[config.mk]
export PLATFORM = sky130hd
export DESIGN_NAME = rrts_front
export DESIGN_NICKNAME = d
export VERILOG_FILES = /design/src/sv/round_robin_task_scheduler_macros.svh /design/src/sv/rrts_pkg.sv /design/src/sv/rrts_div10.sv /design/src/sv/rrts_front.sv
export SDC_FILE = /design/constraint.sdc
export NUM_CORES = 1
export LEC_CHECK = 0
export BUFFER_PORTS_ARGS = -buffer_cell sky130_fd_sc_hd__buf_4
export CELL_PAD_IN_SITES_DETAIL_PLACEMENT = 0
export CELL_PAD_IN_SITES_GLOBAL_PLACEMENT = 1
export CORE_UTILIZATION = 40
export DETAILED_ROUTE_END_ITERATION = 7
export PLACE_DENSITY_LB_ADDON = 0.1
export SYNTH_ARGS = -nofsm -noshare
export SYNTH_HDL_FRONTEND = slang
export SYNTH_SLANG_ARGS = --single-unit
[constraint.sdc]
create_clock -name clk_i -period 4.6 [get_ports clk_i]
set_clock_uncertainty 0.1 [all_clocks]
set_input_delay 1.15 -clock clk_i [delete_from_list [all_inputs] [get_ports clk_i]]
set_output_delay 1.15 -clock clk_i [all_outputs]
set_load 0.02 [all_outputs]
[src/sv/round_robin_task_scheduler_macros.svh]
// Assertion macros for the round-robin task scheduler.
// Used by the top level only; no other dependencies.
`ifndef ROUND_ROBIN_TASK_SCHEDULER_MACROS_SVH
`define ROUND_ROBIN_TASK_SCHEDULER_MACROS_SVH
`ifndef SYNTHESIS
`define RRTS_ASSERT(label, clk, rst_n, prop, msg) \
  label: assert property (@(posedge clk) disable iff (!rst_n) prop) else $error(msg);
`define RRTS_ASSERT_NR(label, clk, prop, msg) \
  label: assert property (@(posedge clk) prop) else $error(msg);
`else
`define RRTS_ASSERT(label, clk, rst_n, prop, msg)
`define RRTS_ASSERT_NR(label, clk, prop, msg)
`endif
`endif

[src/sv/rrts_pkg.sv]
// Package for the round-robin task scheduler: slot states, modes, statuses,
// the event record passed from front to back, and the divide-by-ten constant.
`timescale 1ns / 1ps
package rrts_pkg;
  localparam int unsigned TaskSlots = 16;
  localparam int unsigned SlotW = $clog2(TaskSlots);
  localparam int unsigned TickMs = 10;
  localparam int unsigned QDepth = 2;
  // 2^35 / 10 rounded up: x / 10 is (x * Recip10) >> 35 for any 32-bit x
  localparam logic [31:0] Recip10 = 32'hCCCC_CCCD;

  typedef enum logic [2:0] {
    ST_FREE = 3'd0, ST_READY = 3'd1, ST_RUNNING = 3'd2,
    ST_BLOCKED = 3'd3, ST_ZOMBIE = 3'd4
  } slot_st_e;

  typedef enum logic [2:0] {
    MD_TICK = 3'd0, MD_PREEMPT = 3'd1, MD_YIELD = 3'd2, MD_SLEEP = 3'd3,
    MD_CREATE = 3'd4, MD_EXIT = 3'd5, MD_KILL = 3'd6, MD_RELEASE = 3'd7
  } mode_e;

  typedef enum logic [1:0] {
    STS_OK = 2'd0, STS_NO_SLOT = 2'd1, STS_REFUSED = 2'd2, STS_IDLE_EXIT = 2'd3
  } status_e;

  // Classified event: sleep and deadline intervals already turned into ticks; the CPU limit stays in milliseconds
  typedef struct packed {
    mode_e       mode;
    logic        user_mode;
    logic [31:0] sleep_ticks;
    logic [15:0] task_id;
    logic        user_task;
    logic [31:0] cpu_limit_ms;
    logic        has_deadline;
    logic [31:0] deadline_ticks;
  } event_t;

  typedef struct packed {
    logic [SlotW-1:0] running_slot;
    logic [15:0]      running_id;
    logic [15:0]      created_id;
    status_e          status;
    logic             switched;
    logic             killed_exit;
  } result_t;
endpackage

[src/sv/rrts_div10.sv]
// Divide-by-ten by multiplying with a scaled reciprocal; the quotient is
// ready in the cycle after start. Depends on rrts_pkg.
`timescale 1ns / 1ps
module rrts_div10 (
  input  logic        clk_i,
  input  logic        rst_ni,
  input  logic        start_i,
  input  logic [31:0] dividend_i,
  output logic        done_o,
  output logic [31:0] quotient_o
);
  import rrts_pkg::*;

  logic [63:0] prod_q, prod_d;
  logic        done_q;

  // Scale by the reciprocal; the top bits give the exact quotient
  assign prod_d = {32'd0, dividend_i} * {32'd0, Recip10};

  // Flag the quotient the cycle after start
  always_ff @(posedge clk_i or negedge rst_ni) begin
    if (!rst_ni) done_q <= 1'b0;
    else done_q <= start_i;
  end

  // Hold the product until the next start
  always_ff @(posedge clk_i) begin
    if (start_i) prod_q <= prod_d;
  end

  assign done_o     = done_q;
  assign quotient_o = {3'd0, prod_q[63:35]};
endmodule

[src/sv/rrts_front.sv]
// Front end: accepts event transactions, converts the sleep and deadline
// millisecond fields to ticks with a shared divider and pushes classified
// events into a queue. Depends on rrts_pkg and rrts_div10.
`timescale 1ns / 1ps
module rrts_front (
  input  logic                 clk_i,
  input  logic                 rst_ni,
  input  logic                 in_valid_i,
  output logic                 in_ready_o,
  input  logic [2:0]           mode_i,
  input  logic                 user_mode_i,
  input  logic [31:0]          sleep_ms_i,
  input  logic [15:0]          task_id_i,
  input  logic                 user_task_i,
  input  logic [31:0]          cpu_limit_ms_i,
  input  logic [31:0]          due_ms_i,
  output logic                 ev_valid_o,
  input  logic                 ev_ready_i,
  output rrts_pkg::event_t     ev_o
);
  import rrts_pkg::*;

  typedef enum logic [2:0] {
    F_IDLE = 3'b001, F_DIV = 3'b010, F_PUSH = 3'b100
  } fstate_e;

  fstate_e     st_q, st_d;
  event_t      ev_q, ev_d;
  logic        div_start, div_done;
  logic [31:0] div_in, div_quot;
  event_t      q_mem [QDepth];
  logic [$clog2(QDepth)-1:0] wp_q, rp_q;
  logic [$clog2(QDepth):0]   cnt_q;
  logic        push, pop;

  rrts_div10 u_div (
    .clk_i, .rst_ni, .start_i(div_start), .dividend_i(div_in),
    .done_o(div_done), .quotient_o(div_quot)
  );

  assign in_ready_o = (st_q == F_IDLE);
  assign div_in = (mode_i == 3'(MD_SLEEP)) ? sleep_ms_i : due_ms_i;

  // Capture the transaction, divide when the mode carries a time
  always_comb begin
    st_d = st_q;
    ev_d = ev_q;
    div_start = 1'b0;
    push = 1'b0;
    case (st_q)
      F_IDLE: begin
        if (in_valid_i) begin
          ev_d.mode           = mode_e'(mode_i);
          ev_d.user_mode      = user_mode_i;
          ev_d.sleep_ticks    = '0;
          ev_d.task_id        = task_id_i;
          ev_d.user_task      = user_task_i;
          ev_d.cpu_limit_ms   = cpu_limit_ms_i;
          ev_d.has_deadline   = (due_ms_i != 32'd0);
          ev_d.deadline_ticks = '0;
          if (mode_i == 3'(MD_SLEEP) || mode_i == 3'(MD_CREATE)) begin
            div_start = 1'b1;
            st_d = F_DIV;
          end else begin
            st_d = F_PUSH;
          end
        end
      end
      F_DIV: begin
        if (div_done) begin
          ev_d.sleep_ticks    = div_quot;
          ev_d.deadline_ticks = div_quot;
          st_d = F_PUSH;
        end
      end
      F_PUSH: begin
        if (cnt_q != ($clog2(QDepth)+1)'(QDepth)) begin
          push = 1'b1;
          st_d = F_IDLE;
        end
      end
      default: st_d = F_IDLE;
    endcase
  end

  // Event queue
  assign pop        = ev_valid_o && ev_ready_i;
  assign ev_valid_o = (cnt_q != '0);
  assign ev_o       = q_mem[rp_q];

  always_ff @(posedge clk_i) begin
    ev_q <= ev_d;
    if (push) q_mem[wp_q] <= ev_q;
  end

  always_ff @(posedge clk_i or negedge rst_ni) begin
    if (!rst_ni) begin
      st_q  <= F_IDLE;
      wp_q  <= '0;
      rp_q  <= '0;
      cnt_q <= '0;
    end else begin
      st_q <= st_d;
      if (push) wp_q <= wp_q + 1'b1;
      if (pop)  rp_q <= rp_q + 1'b1;
      cnt_q <= cnt_q + ($clog2(QDepth)+1)'(push) - ($clog2(QDepth)+1)'(pop);
    end
  end
endmodule

* After elaboration in Yosys (flattened, before gate mapping)
Memories as Yosys holds them, arrays and structs flattened. Index checks and enable logic that the tools add are counted.
Word-level totals: bits in registers 190, memory bits (writable) 236, input bits 121, output and inout port bits 120, word-level logic and storage cells 54, memories 1
Cells by class: add/sub/neg operators 4, $mul 1, equal/unequal tests 9, muxes and demuxes 17, reduce and logical (&&, ||, !) cells 8
Memory list:
- q_mem | words 2, width 118, read ports 1, clocked after memory_dff 0, wr ports 1, line rrts_front.sv:31 | event_t q_mem [QDepth];
Operators by type and width (count):
- 32-bit one-hot mux with 2 select lines | 2
- 114-bit 2-to-1 mux | 1
- 32-bit by 32-bit multiplier with 64-bit output (second input constant) | 1
- 32-bit 2-to-1 mux | 2
- 32-bit nonzero test | 1
- 3-bit 2-to-1 mux | 4
- 3-bit one-hot mux with 3 select lines | 1
- 1-bit 2-to-1 mux | 7
- 3-bit by 2-bit equality test with 1-bit output (second input constant) | 2
- 3-bit equality test (second input constant) | 2
- 2-bit inequality test (second input constant) | 3
- 3-bit AND reduction | 2
- 2-bit nonzero test | 2
- 3-bit by 1-bit equality test with 1-bit output (second input constant) | 1
- 1-bit adder (second input constant) | 2
- 2-bit by 1-bit adder with 2-bit output | 1
- 2-bit by 1-bit inequality test with 1-bit output (second input constant) | 1
- 2-bit AND reduction | 1
- 2-bit by 1-bit subtractor with 2-bit output | 1
- 1-bit logical AND | 1
- 1-bit logical OR | 1

* Logic depth before layout (Yosys ltp)
depth after elaboration 5, depth in mapped cells 31, depth with buffers taken out 29

* By module
A second synthesis with hierarchy kept.
Unflattened totals: cell total of the unflattened synthesis 2183, area total of the unflattened synthesis 27442.6 um^2
By module, submodules not included:
- rrts_div10 | times used 1, cells each 1675, area each 17366.7 um^2, seq. area each 895.9 um^2
- rrts_front | times used 1, cells each 508, area each 10075.9 um^2, seq. area each 7923.8 um^2

* Worst setup path before layout
OpenSTA, ideal clock, no wires.
path type input port to flip-flop, start point input mode_i[2], end point register u_div.prod_q[61] (data pin), data arrival time 8.873 ns, data required time 4.242 ns, path slack -4.631 ns, cell stages on the path 30, path buffers 3, cells stage by stage nand3b_1 > buf_2 > buf_1 > buf_1 > mux2_2 > ha_1 > inv_1 > fa_1 > inv_1 > fa_1 > inv_1 > fa_1 > inv_1 > fa_1 > fa_1 > fa_1 > inv_1 > fa_1 > inv_1 > ha_1 > and4_1 > nand3_2 > a2111o_1 > a221oi_2 > o21ai_2 > a21oi_2 > a221o_1 > and4_4 > o41a_1 > xor2_1
Between the ends: word-level cells in the longest chain between the ends 3
Ends and longest elaborated chain:
- from (decl) | line rrts_front.sv:10 | input logic [2:0] mode_i,
- 3-bit by 2-bit equality test with 1-bit output | line rrts_front.sv:42 | assign div_in = (mode_i == 3'(MD_SLEEP)) ? sleep_ms_i : due_ms_i;
- 32-bit 2-to-1 mux | line rrts_front.sv:42
- 32-bit by 32-bit multiplier with 64-bit output | line rrts_div10.sv:18 | assign prod_d = {32'd0, dividend_i} * {32'd0, Recip10};
- via u_div.prod_d[61] | line rrts_div10.sv:14 | logic [63:0] prod_q, prod_d;
- to (signal assigned) | line rrts_div10.sv:28 | if (start_i) prod_q <= prod_d;
- to (decl) | line rrts_div10.sv:14
The timed path passes the listed nets, and every way through them passes these cells. A chain may end at the register's enable or synchronous reset.

* Worst setup path after layout
Same ends and word-level chain as after synthesis.

==> impl_metrics.py <==
metrics = {
    "timing": {
        "max-slew-margin-rel_pct": 35.1,
        "holdWs_ns": 0.344,
        "fin_ws_ns": -3.70,
        "min_period_over_period_pct": 180,
        "setup_tns_ns": -99.48,
        "final-setup-viol-count": 29,
        "finalCriticalPeriod_ns": 8.30,
        "final_max_slew_viol_count": 0,
        "timing_hold_violations_final": 0,
        "worst_slew_pin_slew_ns": 0.963,
        "rsz0062_at_grt": "yes",
        "max_freq_mhz": 120,
    },
    "layout": {
        "final_nets": 3847,
        "antenna_cells": 0,
        "synthToLayoutAreaGrowth_pct": 31.2,
        "drive_gt1_share_pct": 36.6,
        "utilization_pct": 53.2,
    },
    "worst_setup_path": {
        "max_stage_delay_ns": 0.59,
        "path_buf_inv": 9,
        "crit_path_frequent_cell": "fa_1",
        "path_class": "in -> reg",
        "required_ns": 4.77,
        "critical_path.max_fanout": 8,
        "cp_top_family": "adder cells",
        "worst_path_max_delay_cell": "fa_1",
        "critical_path.endpoint_type": "register",
        "start_kind": "input pin",
        "arrival_ns": 8.47,
    },
    "global_routing": {
        "grt_pass1_wl_mm": 127,
        "grt_pass1_vias": 20850,
        "grt_use_total_pct": 24.3,
        "grt-busiest-layer": "met2",
        "use_met1_pct": 34.9,
        "met2_usage_pct": 40.8,
        "antenna_found_initial": 0,
        "grt_max_degree": 55,
        "met3_usage_pct": 1.02,
        "overflow": 0,
    },
    "clock_tree": {
        "clk_latency_ns": 0.52,
        "cts_hold_buf": 0,
        "cts_inserted_buffers": 22,
        "root_buffer": "clkbuf_16",
        "cts_buffer_depth": 3,
        "cts_sinks": 286,
        "h-tree-depth": 1,
        "cts_tree": "built",
        "clkTransAtPathRegs_ns": 0.07,
    },
    "floorplanning": {
        "die_w_um": 266,
        "initial_core_util_pct": 40.5,
        "dieArea_um2": 70700,
        "pin_count": 241,
        "num_rows": 96,
        "die_h_um": 266,
        "core_um2": 68700,
    },
    "synth": {
        "syn-mean-instance-area_um2": 12.1,
        "synth_top_area_cell": "edfxtp_1",
        "ys_types": 69,
        "synth_top_area_share_pct": 30.0,
        "synth_ff_type": "edfxtp_1",
        "syn_inst": 2295,
        "synth-edff-count": 278,
        "synthArstFlopShare_pct": 2.80,
        "ys_seq_area_share_pct": 30.7,
        "ys_ff_latch": 286,
        "netlist_area_um2": 27800,
        "synth_area_leaders": "edfxtp_1 30%, fa_1 28%, ha_1 15%, inv_1 7.5%, mux2_2 4.7%",
        "yosysWarnings": 0,
    },
    "detailed_routing": {
        "drt_pass1_iterations": 5,
        "vias_per_cell": 4.75,
        "vias": 18736,
        "drc_errors": 0,
        "antenna_left": 0,
        "routed_wirelength_mm": 84.1,
        "wl_per_cell_um": 21.3,
        "drtIter0Drc": 947,
    },
    "status": {
        "status": "finished, violations left",
        "violations": "setup timing",
    },
    "hold_path": {
        "hold_path_class": "reg -> reg",
    },
    "flow_run": {
        "cap_viol_max_count": 0,
    },
    "place": {
        "dp_slack_ns": -4.55,
        "hpwl_mm": 73.7,
        "gp_congestion": 0.947,
        "io_buffer_count": 234,
    },
}
## metal layers
layer	vias to the layer above	share of wire, %
li1	8833	-
met1	9460	48
met2	382	47
met3	61	3.0
met4	0	2.1
met5	-	0
## registers in the layout (all words and copies together), names as in the netlist
name and count:
u_div.prod_q 29, wp_q 1, rp_q 1, ev_q 83, cnt_q 2, q_mem 166, u_div.done_o 1, st_q 3
## cell usage in the layout (no fill, tap or decap), drive strengths merged, types with 4 or more instances in the layout
cell type,n
nand2b,5
clkbuf,26
o21ai,34
o211ai,8
nand2,61
nor4,9
clkinvlp,4
nor3,11
a21oi,77
o21a,6
nor2,30
a211oi,5
conb,6
o21bai,15
fa,385
a31oi,4
edfxtp,278
xor2,41
ha,342
xnor2,49
mux2i,11
nor2b,7
and2,40
clkinv,8
and3,13
buf,747
nand4,14
dfrtp,7
and4,5
a21o,39
inv,555
mux2,116
nand3,18
## Yosys cell counts, types with 7 or more instances
cell type and count:
nor3_1 11, o21ai_0 26, fa_1 385, and2_1 39, xor2_1 41, o21bai_1 15
a21o_1 35, inv_1 557, nor2_1 30, and3_1 11, clkbuf_1 23, nor2b_1 7
o211ai_1 8, xnor2_1 49, nand2_1 61, mux2i_1 11, buf_4 38, nor4_1 9
mux2_2 116, dfrtp_1 7, o21ai_1 7, edfxtp_1 278, ha_1 342, nand3_1 17
nand4_1 14, a21oi_1 76
## repair_timing
action	in CTS	in global routing
endpoints found under the setup margin	29	29
resized for setup	146	92
pin swaps	97	65
setup buffers	30	15
gates cloned	2	0
## stage by stage
stage | cells | area (µm²)
floorplan | 2300 | 28400
global placement | 3867 | 34400
detailed placement | 3867 | 34400
CTS | 3935 | 36000
global route | 3945 | 36500
finish | 3945 | 36500
## kinds of logic (layout without fill, tap and decap cells)
group | count (synthesis) | count (layout) | share of synthesized area [%]
other | 1 | 6 | 0.0135
xor gates and xnor gates | 90 | 90 | 2.83
and+or+nand+nor | 225 | 225 | 4.27
DFF | 286 | 286 | 30.7
muxes | 127 | 127 | 5.09
AOI/OAI and AO/OA | 210 | 210 | 4.83
buffers and inverters | 629 | 1343 | 9.22
adders and majority gates | 727 | 727 | 43.0
## final cells by class
class	instances	area (µm²)
Sequential cell	286	8550
Tap cell	931	1160
Fill cell	6151	32200
Inverter	557	2110
Clock buffer	26	597
Timing Repair Buffer	747	5840
Clock inverter	13	140
Multi-Input combinational cell	1385	18100
## worst paths after layout
| path | startpoint | end | slack (ns) | cells after the start |
|---|---|---|---|---|
| max | mode_i[2] | u_div.prod_q[61] | -3.70 | 30 |
| min | ev_q[89] | q_mem[1][89] | 0.34 | 0 |
| max reg2reg | st_q[1] | q_mem[0][40] | 2.19 | 4 |
| min reg2reg | ev_q[89] | q_mem[1][89] | 0.34 | 0 |
| max in group asynchronous | rst_ni | st_q[0] | 3.84 | 1 |
| min in group asynchronous | rst_ni | wp_q | 0.35 | 1 |
Power is left out: the tool's default activity adds up to more than one toggle a clock period on the data nets, which glitch-free logic cannot reach.
